**config.mk**
```make
export PLATFORM = sky130hd
export DESIGN_NAME = pfmb_div
export DESIGN_NICKNAME = d
export VERILOG_FILES = /design/src/rtl/pfmb_div.sv
export SDC_FILE = /design/constraint.sdc
export NUM_CORES = 1
export LEC_CHECK = 0
export ABC_AREA = 1
export BUFFER_PORTS_ARGS = -buffer_cell sky130_fd_sc_hd__buf_2
export CAP_MARGIN = 15
export CORE_MARGIN = 8
export CORE_UTILIZATION = 45
export DETAILED_ROUTE_END_ITERATION = 7
export PLACE_DENSITY_LB_ADDON = 0.3
export SLEW_MARGIN = 20
export SYNTH_ARGS = -nofsm -noshare
export SYNTH_HDL_FRONTEND = slang
export SYNTH_SLANG_ARGS = --single-unit
```
**constraint.sdc**
```tcl
create_clock -name clk_i -period 4.03 [get_ports clk_i]
set_clock_uncertainty 0.15 [all_clocks]
set_input_delay 0.6045 -clock clk_i [delete_from_list [all_inputs] [get_ports clk_i]]
set_output_delay 0.6045 -clock clk_i [all_outputs]
set_load 0.05 [all_outputs]
```
**src/rtl/pfmb_div.sv**
```systemverilog
// Bit-serial restoring divider, one quotient bit per cycle.
module pfmb_div (
  input  logic        clk_i,
  input  logic        rst_ni,
  input  logic        start_i,
  input  logic [32:0] dividend_i,
  input  logic [31:0] divisor_i,
  output logic        done_o,
  output logic [32:0] quotient_o
);

  logic        busy_q, busy_d, done_q, done_d;
  logic [5:0]  cnt_q, cnt_d;
  logic [32:0] dvd_q, dvd_d;
  logic [32:0] rem_q, rem_d;
  logic [32:0] quo_q, quo_d;
  logic [31:0] dvs_q, dvs_d;
  logic [32:0] rem_shift;

  assign rem_shift = {rem_q[31:0], dvd_q[32]};

  always_comb begin
    busy_d = busy_q;
    done_d = 1'b0;
    cnt_d  = cnt_q;
    dvd_d  = dvd_q;
    rem_d  = rem_q;
    quo_d  = quo_q;
    dvs_d  = dvs_q;
    if (start_i) begin
      busy_d = 1'b1;
      cnt_d  = '0;
      dvd_d  = dividend_i;
      rem_d  = '0;
      quo_d  = '0;
      dvs_d  = divisor_i;
    end else if (busy_q) begin
      dvd_d = {dvd_q[31:0], 1'b0};
      if (rem_shift >= {1'b0, dvs_q}) begin
        rem_d = rem_shift - {1'b0, dvs_q};
        quo_d = {quo_q[31:0], 1'b1};
      end else begin
        rem_d = rem_shift;
        quo_d = {quo_q[31:0], 1'b0};
      end
      cnt_d = cnt_q + 6'd1;
      if (cnt_q == 6'd32) begin
        busy_d = 1'b0;
        done_d = 1'b1;
      end
    end
  end

  always_ff @(posedge clk_i or negedge rst_ni) begin
    if (!rst_ni) begin
      busy_q <= 1'b0;
      done_q <= 1'b0;
      cnt_q  <= '0;
    end else begin
      busy_q <= busy_d;
      done_q <= done_d;
      cnt_q  <= cnt_d;
    end
  end

  always_ff @(posedge clk_i) begin
    dvd_q <= dvd_d;
    rem_q <= rem_d;
    quo_q <= quo_d;
    dvs_q <= dvs_d;
  end

  assign done_o     = done_q;
  assign quotient_o = quo_q;

endmodule

```
* Word-level counts from Yosys, hierarchy flattened
Cells that the tools add are included.
** Word-level totals
- Input port bits :: 68
- Bits in registers :: 138
** Cells by class
- Add/sub/neg operators :: 2
- Equality and inequality tests :: 1
- Magnitude comparators :: 1
- Reductions and logical operators :: 1
- Muxes and demuxes :: 12
** Operators with widths (count)
- two-way mux 33 bit :: 2
- >= comparator 33 x 32 -> 1 bit :: 1
- two-way mux 32 bit :: 1
- subtractor 32 bit :: 1
- two-way mux 6 bit :: 2
- two-way mux 1 bit :: 7
- adder 6 x 1 -> 6 bit (second input constant) :: 1
- == test 6 bit (second input constant) :: 1
- nonzero test 2 bit :: 1

* Logic depth before layout (Yosys ltp)
- Depth after elaboration :: 4
- Depth in mapped cells :: 18

* Least setup slack after synthesis
No wires, ideal clock.
- Kind :: input to register
- Start :: input start_i
- End :: register dvd_q[0], enable pin
- Path buffers :: 2
- Cell stages on the path :: 4
- Arrival time :: 2.286 ns
- Path slack :: 1.184 ns
- Cells stage by stage :: clkbuf_1 nor2_1 clkinv_1 clkbuf_1
** Between the ends
- Cells in the longest elaborated chain, start to end :: 1
** RTL lines
- from (decl) :: RTL line 5 : input logic start_i,
- nonzero test 2 bit (no line)
- to (signal assigned) :: RTL line 67 : dvd_q <= dvd_d;
- to (decl) :: RTL line 14 : logic [32:0] dvd_q, dvd_d;
No other way between the ends.
A chain may end at the register's enable or synchronous reset.

* Worst setup path in the final report
- Start :: register dvs_q[24]
- End :: register rem_q[21]
** Between the ends
- Cells in the longest elaborated chain, start to end :: 2
** RTL lines
- from (decl) :: RTL line 17 : logic [31:0] dvs_q, dvs_d;
- from (signal assigned) :: RTL line 70 : dvs_q <= dvs_d;
- >= comparator 33 x 32 -> 1 bit :: RTL line 39 : if (rem_shift >= {1'b0, dvs_q}) begin
- two-way mux 32 bit :: RTL line 39
- to (signal assigned) :: RTL line 68 : rem_q <= rem_d;
- to (decl) :: RTL line 15 : logic [32:0] rem_q, rem_d;
No other way between the ends.

==> summary.txt <==
Clocking
  – CTS root buffer: clkbuf_16
  – Worst-path clk slew: 60 ps
  – CTS Buf Count: 17
  – Worst skew pair latency: 420 ps
  – CTS H-tree depth: 4
  – Clock Path Buffers: 2
  – TritonCTS sink count: 138
  – Post-CTS Hold Buffers: 1
  – Post-CTS setup buffers: 0
  – CTS tree: done
  – Post-cts resize count: 0

Logic synthesis
  – Ys Warns: 0
  – Average size of a mapped cell: 7.32 µm²
  – Sequential-to-total area share from yosys stat: 43.8%
  – Cell accounting for the most synthesized area: edfxtp_1
  – Synth top area share: 24.8%
  – Cell variety after synth: 40
  – Synth top area cells: edfxtp_1 (25%), nand2_1 (21%), dfxtp_1 (17%)
  – Gate count after technology mapping: 1076
  – Area of the mapped netlist: 7880 µm²
  – Flops & latches, synth: 138
  – Syn_nets: about 1.2k

Critical path
  – Crit start category: flip-flop
  – WP data required: ~4200 ps
  – Crit path DAT: slightly below 3000 ps
  – Buf/Inv on CP: 2
  – RR Endpoint: rem_q[21]
  – Worst-path maximum fanout: 33
  – R2R Setup Slk: 1300 ps
  – Cell mode on critical path: nand2_1
  – Max stage delay on crit path: 410 ps
  – Crit path cell chain: inv_1 > ha_1 > nand2_1 > inv_1 > a21oi_2 > nand2_1 > nand2_1 > nand3_2 > nor2_8 > nand2_8 > nand2_2 > nand2_1 > nand2_1 > nand2_1
  – Critical Path End Type: flip-flop
  – Slowest CP cell: nor2_8
  – Reg2Reg Depth: 14
  – Critical R2R Launch: dvs_q[24]
  – Top delay family on crit path: simple AND/OR/NAND/NOR gates
  – CP Class: flip-flop to flip-flop

Detailed routing
  – Drt first pass iters: 5
  – ANT nets after route: 0
  – Final wirelength: 19100 µm
  – DRT iter0 DRCs: 356
  – Wire per inst: 13.5 µm
  – # DRC: 0
  – DR vias: 6754
  – Via-to-Cell Ratio: 4.78

Power
  – Switching part of the total: 26.6%
  – Sequential share of power: around 45%
  – Internal power: ~2600 µW
  – Clock share of power: 43.0%
  – Power, Total: 3540 µW
  – Worst vdd ir: about 310 µV
  – Net load switching power: 941 µW
  – Pleak: 0.00484 µW
  – Pwr dens: 386 nW/µm²
  – Combinational power share: 12.3%

Cells and area
  – Most frequent cells in the layout: nand2_1 (436), inv_1 (177), buf_2 (101)
  – Most common cell after layout, fill and taps aside: nand2_1
  – NumNets Final: 1278
  – Final Non-Filler Cells: 1413
  – # fillers: 1699
  – Antenna Cells: 0
  – Area Growth Syn to Fin: 16.2%
  – Fraction of layout cells with a size suffix above 1: 14.2%

Placement
  – Hpwl dp: between 10000 and 15000 µm
  – DP Worst Slack: roughly 1100 ps
  – PortBufs: 101
  – Routability-driven placement congestion ratio: 0.900
  – Placed insts: 1380

Die
  – Die footprint: about 22000 µm²
  – Io pins: 102
  – Core Area: ~17000 µm²
  – # rows: 48
  – Die Width: 148 µm
  – Die H: 148 µm
  – Initial core utilization: 45.7%

Timing
  – Worst setup margin: between 1000 and 1500 ps
  – Worst-Margin Slew: between 900 and 1000 ps
  – Final worst path period share: 67.7%
  – Max-slew headroom: 39.0%
  – Final min period: between 2000 and 3000 ps
  – Hold WS: 203 ps
  – Final setup viols: 0
  – TNS Setup: 0 ps
  – Fmax achieved: between 300 and 400 MHz
  – Max Slew Vio Count: 0
  – Final Hold Viols: 0
  – RSZ-0062 raised after global routing: no

Global routing
  – Total congestion overflow: 0
  – Initial antenna violation count: 1
  – Pin count of the biggest net entering global routing: 48
  – GRT Total Usage: 17.8%
  – Global-route wire length before repair: around 32000 µm
  – Vias in the first global route: around 6.7k

Min path
  – Hold_sp: divisor_i[24]
  – Hold Path End: dvs_q[24]
  – Hold Path Class: primary input to flip-flop
  – Hold depth: 1

Run
  – Max Cap Violations: 0

Status
  – Status: completed
-- through the flow --
stage	utilization, %	instance area (µm²)
after floorplan	-	7880
after global placement	49.7	8570
after detailed placement	49.7	8570
after CTS	53.1	9160
after global routing	53.1	9160
final	53.1	9160
-- how the worst max path moves through the flow --
| stage | startpoint | to | depth (start not counted) |
|---|---|---|---|
| floorplan | start_i | dvd_q[0] | 4 |
| global placement | start_i | quotient_o[32] | 5 |
| detailed placement | start_i | quotient_o[7] | 5 |
| CTS | dvs_q[24] | rem_q[21] | 14 |
| global route | dvs_q[19] | rem_q[21] | 16 |
| finish | dvs_q[24] | rem_q[21] | 14 |
-- layout make-up --
cell class / instances / area, µm² / area share, %
Multi-Input combinational cell: 731 / 3610 / 39.5
Sequential cell: 138 / 3450 / 37.7
Inverter: 180 / 676 / 7.38
Timing Repair Buffer: 107 / 553 / 6.04
Clock buffer: 22 / 498 / 5.44
Tap cell: 225 / 282 / 3.07
Clock inverter: 10 / 80.1 / 0.875
-- Yosys cell counts, drive strengths merged --
master and n:
a211oi 1, a21o 1, a21oi 24, and2 2
buf 11, clkbuf 16, clkinv 1, dfrtp 8
dfxtp 65, edfxtp 65, fa 1, ha 34
inv 179, nand2 449, nand3 65, nand3b 27
nand4 7, nor2 53, nor3 11, o21a 1
o21ai 8, o21bai 2, o22ai 31, xnor2 9
xor2 5
-- power by group through the flow --
stage	combinational, µW	clock (µW)	sequential, µW
4_1_cts	438	1560	1580
3_5_place_dp	434	0	1610
2_1_floorplan	306	0	1610
6_report	436	1520	1580
3_3_place_gp	430	0	1610
5_1_grt	498	1610	1590
-- state kept, by name, indices dropped and copies added (netlist names) --
name,cells
busy_q,1
cnt_q,6
done_o,1
rem_q,32
dvd_q,33
dvs_q,32
quotient_o,33
-- cell families after synthesis --
kind of cell	share of synthesized area [%]
buffers and inverters	10.3
adder cells (fa/ha/maj)	5.65
XOR/XNOR	1.56
flip-flops	43.8
AO/OA/AOI/OAI	5.02
AND/OR/NAND/NOR	33.6
-- metal layers --
| layer | vias to the layer above | part of all wire, % | GRT usage (%) |
|---|---|---|---|
| met5 | - | 0.042 | 0 |
| li1 | 3569 | - | - |
| met2 | 149 | 46 | 29.2 |
| met1 | 3007 | 47 | 22.3 |
| met3 | 27 | 5.4 | 5.10 |
| met4 | 2 | 1.8 | 5.56 |
(Power assumes the default switching activity.)
