$ cat config.mk
export PLATFORM = sky130hd
export DESIGN_NAME = pfmb_sqrt
export DESIGN_NICKNAME = d
export VERILOG_FILES = /design/src/rtl/pfmb_sqrt.sv
export SDC_FILE = /design/constraint.sdc
export NUM_CORES = 1
export LEC_CHECK = 0
export ABC_AREA = 1
export BUFFER_PORTS_ARGS = -buffer_cell sky130_fd_sc_hd__buf_2
export CORE_ASPECT_RATIO = 0.9
export CORE_MARGIN = 5
export CORE_UTILIZATION = 52
export CTS_BUF_LIST = sky130_fd_sc_hd__clkbuf_16
export DETAILED_ROUTE_END_ITERATION = 7
export PLACE_DENSITY = 0.73
export SLEW_MARGIN = 20
export SYNTH_ARGS = -nofsm -noshare
export SYNTH_HDL_FRONTEND = slang
export SYNTH_SLANG_ARGS = --single-unit
export TNS_END_PERCENT = 100
$ cat constraint.sdc
create_clock -name clk_i -period 8.9 [get_ports clk_i]
set_input_delay 0.89 -clock clk_i [delete_from_list [all_inputs] [get_ports clk_i]]
set_output_delay 0.89 -clock clk_i [all_outputs]
set_load 0.01 [all_outputs]
$ cat src/rtl/pfmb_sqrt.sv
// Bit-serial integer square root, one root bit per cycle.
module pfmb_sqrt (
  input  logic        clk_i,
  input  logic        rst_ni,
  input  logic        start_i,
  input  logic [63:0] radicand_i,
  output logic        done_o,
  output logic [31:0] root_o
);

  logic        busy_q, busy_d, done_q, done_d;
  logic [4:0]  cnt_q, cnt_d;
  logic [63:0] rad_q, rad_d;
  logic [34:0] rem_q, rem_d;
  logic [31:0] root_q, root_d;
  logic [34:0] rem_shift, trial;

  assign rem_shift = {rem_q[32:0], rad_q[63:62]};
  assign trial     = {1'b0, root_q, 2'b01};

  always_comb begin
    busy_d = busy_q;
    done_d = 1'b0;
    cnt_d  = cnt_q;
    rad_d  = rad_q;
    rem_d  = rem_q;
    root_d = root_q;
    if (start_i) begin
      busy_d = 1'b1;
      cnt_d  = '0;
      rad_d  = radicand_i;
      rem_d  = '0;
      root_d = '0;
    end else if (busy_q) begin
      // take two radicand bits, try the next root bit
      rad_d = {rad_q[61:0], 2'b00};
      if (rem_shift >= trial) begin
        rem_d  = rem_shift - trial;
        root_d = {root_q[30:0], 1'b1};
      end else begin
        rem_d  = rem_shift;
        root_d = {root_q[30:0], 1'b0};
      end
      cnt_d = cnt_q + 5'd1;
      if (cnt_q == 5'd31) begin
        busy_d = 1'b0;
        done_d = 1'b1;
      end
    end
  end

  always_ff @(posedge clk_i or negedge rst_ni) begin
    if (!rst_ni) begin
      busy_q <= 1'b0;
      done_q <= 1'b0;
      cnt_q  <= '0;
    end else begin
      busy_q <= busy_d;
      done_q <= done_d;
      cnt_q  <= cnt_d;
    end
  end

  always_ff @(posedge clk_i) begin
    rad_q  <= rad_d;
    rem_q  <= rem_d;
    root_q <= root_d;
  end

  assign done_o = done_q;
  assign root_o = root_q;

endmodule

# After elaboration in Yosys (flattened, before gate mapping)
# Index checks and enable logic that the tools add are counted.
classes:
  n_addsub: 2
  order_cmp: 1
  eq_ne: 1
  muxes: 12
  n_reduce_logical: 1
ops:
  columns: ["operator", "n"]
  rows:
  - ["64-bit two-way mux", 2]
  - ["35-bit by 34-bit greater-or-equal comparator with 1-bit output", 1]
  - ["33-bit two-way mux", 1]
  - ["33-bit subtractor", 1]
  - ["5-bit two-way mux", 2]
  - ["1-bit two-way mux", 7]
  - ["5-bit by 1-bit adder with 5-bit output (second input constant)", 1]
  - ["5-bit == test (second input constant)", 1]
  - ["2-bit nonzero test", 1]
totals:
  register_bits: 136
  in_bits: 67
  out_inout_bits: 33
  word_cells: 23

# Longest topological paths before layout
logic_depth:
  word_depth: 4
  ltp_mapped: 17
  depth_no_buf: 16

# Worst setup path after synthesis
# OpenSTA, ideal clock, no wires.
synth_path:
  path_kind: "input-to-reg"
  from: "input start_i"
  to: "register rad_q[0], enable pin"
  arrival_ps: 3238
  required_time_ps: 8446
  setup_slack_ps: 5208
  cell_stages: 4
  n_path_buf: 2
  path_cell_list: "clkbuf_1 nor2_1 inv_1 clkbuf_1"
synth_via:
  elab_chain_len: 1
synth_rtl:
  columns: ["item", "line", "rtl"]
  rows:
  - ["start, declared", "5", "input logic start_i,"]
  - ["2-bit nonzero test (no line)", null, null]
  - ["end signal, assigned", "65", "rad_q <= rad_d;"]
  - ["end, declared", "13", "logic [63:0] rad_q, rad_d;"]
# Every way passes these cells.
# A chain may end at the register's enable or synchronous reset.

# Worst setup path in the final report
layout_path:
  from: "register root_q[16], in the netlist root_o[16]"
  to: "register rem_q[29]"
layout_via:
  elab_chain_len: 2
  word_cells_on_any_way: 3
  cone_classes: "add/sub (1); order compare (1); mux (1)"
layout_rtl:
  columns: ["item", "line", "rtl"]
  rows:
  - ["start, declared", "15", "logic [31:0] root_q, root_d;"]
  - ["start signal, assigned", "67", "root_q <= root_d;"]
  - ["33-bit subtractor or 35-bit by 34-bit greater-or-equal comparator with 1-bit output (tied branches)", "38, 37", null]
  - ["33-bit two-way mux (*)", "37", "if (rem_shift >= trial) begin"]
  - ["end signal, assigned", "66", "rem_q <= rem_d;"]
  - ["end, declared", "14", "logic [34:0] rem_q, rem_d;"]
# Every way passes the cells marked *; elsewhere a longest branch is shown, timed or not.

==> flow_summary.json <==
{
  "critPathRequiredTime_ns": 9.22,
  "antenna_found_initial": 0,
  "postCtsSetupRepairBufs": 0,
  "power_frac_comb": 0.534,
  "dp_worst_setup_slack_ns": 5.44,
  "drtIter0Drc": 606,
  "cp-end-kind": "flop",
  "drcViolationCount": 0,
  "port_buffers": 99,
  "grt_usage": 0.226,
  "max_freq_ghz": 0.316,
  "diodes": 0,
  "regArea_um2": 3400,
  "final_common_cell": "nand2_1",
  "fin_util": 0.605,
  "first_global_vias": 6856,
  "setup_slack_ns": 5.73,
  "tns_ns": 0,
  "rsz0062_at_grt": "false",
  "avgSynthCellArea_um2": 7.02,
  "grt-ovfl-total": 0,
  "crit_arrival_ns": 3.48,
  "hold_viol": 0,
  "crit_path_start_kind": "flop",
  "start_util": 0.527,
  "cts_buffers": 17,
  "holdBufCountCts": 0,
  "post_cts_resized": 0,
  "worst_slew_pin_slew_ns": 1.05,
  "min_path_type": "input port to asynchronous set/reset pin",
  "maxSlewHeadroom": 0.298,
  "period_minus_slack_ns": 3.17,
  "layout.cells.non_filler": 1453,
  "htreeDepth": 4,
  "critical_path_class": "flop to flop",
  "grt_pass1_wl_um": 33200,
  "cts_buffer_depth": 2,
  "cap_viol_max_count": 0,
  "multi_input_area_um2": 3940,
  "wl_per_cell_um": 14.0,
  "hpwlAfterDp_um": 14600,
  "cts_sinks": 136,
  "power_leakage_nw": 4.93,
  "pwr-share-clk": 0.213,
  "dp.cells": 1421,
  "finalSetupViolCount": 0,
  "layout_common_cells": "nand2_1, inv_1, buf_2, dfxtp_1",
  "p_sw_frac": 0.464,
  "areaGrowthSynthToFinish_pct": 14.8,
  "antenna_left": 0,
  "die_y_um": 128,
  "firstDrtPassIters": 5,
  "layout.nets": 1341,
  "status": "finished, final reports clean",
  "drv_slew": 0,
  "netlist_area_um2": 8080,
  "drive_gt1_frac": 0.134,
  "irDropWorstVdd_v": 0.000195,
  "viasPerCell": 5.02,
  "placedInstanceArea_um2": 8700,
  "die_w_um": 141,
  "ios": 100,
  "synth_nets": 1254,
  "p_per_area_nw_per_um2": 346,
  "p_total_mw": 3.21,
  "power_frac_seq": 0.253,
  "p_switching_mw": 1.49,
  "p_int_mw": 1.72,
  "syn_inst": 1151,
  "cts_tree": "built",
  "synth_cell_types": 37,
  "synth_seq_cells": 136,
  "design_area_um2": 9270,
  "grt_max_degree": 72,
  "finClkSkew_ns": 0.00673,
  "dr_total_vias": 7292,
  "clock-root-buffer": "clkbuf_16",
  "crit_path_max_fanout": 39,
  "dieArea_um2": 18100,
  "synth_warnings": 0,
  "holdWs_ns": 0.297,
  "routabilityCongestion": 0.986,
  "finalWirelength_um": 20300,
  "seq_area_frac_synth": 0.421,
  "fin_crit_sh": 0.356,
  "coreArea_um2": 15300,
  "clock_insertion_delay_worst_skew_ns": 0.42,
  "clk_transition_reported_paths_ns": 0.06,
  "n_fill_cell": 1440,
  "fp-row-count": 43
}
flip-flops by register name, summed over array words and instances, names as in the netlist:
register,cells
done_o,1
rad_q,64
rem_q,33
root_o,32
cnt_q,5
busy_q,1
cells in the mapped netlist:
cell      instances  share of area
nor2_2            6         0.0046
a22o_1            1         0.0011
nand2_1         521           0.24
clkbuf_1         25          0.012
o21bai_1          6         0.0056
buf_4             1        0.00093
nand3b_1         10         0.0093
inv_2             6         0.0028
a21oi_2           2         0.0022
nor3_1           11         0.0068
nand3_2           9          0.011
dfrtp_1           7          0.022
buf_1             1        0.00046
and2_1            4         0.0031
edfxtp_1         64           0.24
nand2_2           6         0.0046
dfxtp_1          65           0.16
buf_12            1         0.0025
nand2_4           1         0.0014
nand3_1          64          0.040
buf_6             1         0.0014
o21ai_1           5         0.0031
o22ai_1          31          0.024
a21o_1            1        0.00093
ha_1             36          0.056
xor2_1            9         0.0098
xnor2_1           6         0.0065
a21oi_1          23          0.014
nor2_4            1         0.0014
o21ai_0           9         0.0056
nor4_1            3         0.0023
a31oi_1           1        0.00077
nand4_1           8         0.0062
inv_1           151          0.070
nor4_2            1         0.0015
nor2_1           48          0.022
buf_2             6         0.0037
worst max-delay path, cell delays in order, from the launching register on:
cell     delay [ns]
dfxtp_1        0.32
inv_1          0.07
ha_1           0.37
a21oi_1        0.27
nand2_1        0.16
a21oi_2        0.21
nand3_1        0.18
nand2_2        0.48
nand2_4        0.47
nand2_2        0.31
nand2_1        0.08
nand2_1        0.08
nand2_1        0.04
routing by layer:
metal  part of all wire  GRT usage  wire [µm]  up-vias
li1                   -          -          -     3801
met1               0.49      0.327       9930     3297
met2               0.44      0.342       8950      177
met3              0.056     0.0522       1130       17
met4              0.013     0.0609        265        0
met5                  0          0          0        -
power groups by stage:
stage	registers [mW]	clock network (mW)	logic, mW
finish	0.812	0.682	1.71
global route	0.823	0.724	1.94
CTS	0.811	0.689	1.69
detailed placement	0.821	0	1.67
global placement	0.821	0	1.66
floorplan	0.808	0	1.33
kinds of logic after synthesis:
family | synth area share
AO/OA/AOI/OAI | 0.0574
XOR/XNOR | 0.0163
adder cells (fa/ha/maj) | 0.0557
buffers and inverters | 0.0935
flip-flops | 0.421
AND/OR/NAND/NOR | 0.356
area by class of cell:
cell class | count | area share
clock inverter | 15 | 0.0157
multi-input combinational | 823 | 0.424
timing repair buffer | 103 | 0.0567
sequential | 136 | 0.366
inverter | 157 | 0.0637
clock buffer | 17 | 0.0459
tap | 202 | 0.0273
path summary, 6_finish.rpt:
| kind | cells past startpoint | startpoint | slack (ns) | endpoint |
|---|---|---|---|---|
| worst max-delay path | 12 | root_o[16] | 5.73 | rem_q[29] |
| min in group clk_i | 2 | rem_q[32] | 0.47 | rem_q[32] |
| worst max register to register | 12 | root_o[16] | 5.73 | rem_q[29] |
| worst min register to register | 2 | rem_q[32] | 0.47 | rem_q[32] |
| worst min-delay path | 1 | rst_ni | 0.30 | done_o |
| max in group asynchronous | 1 | rst_ni | 8.43 | cnt_q[3] |
Power figures use the tool's default switching activity.
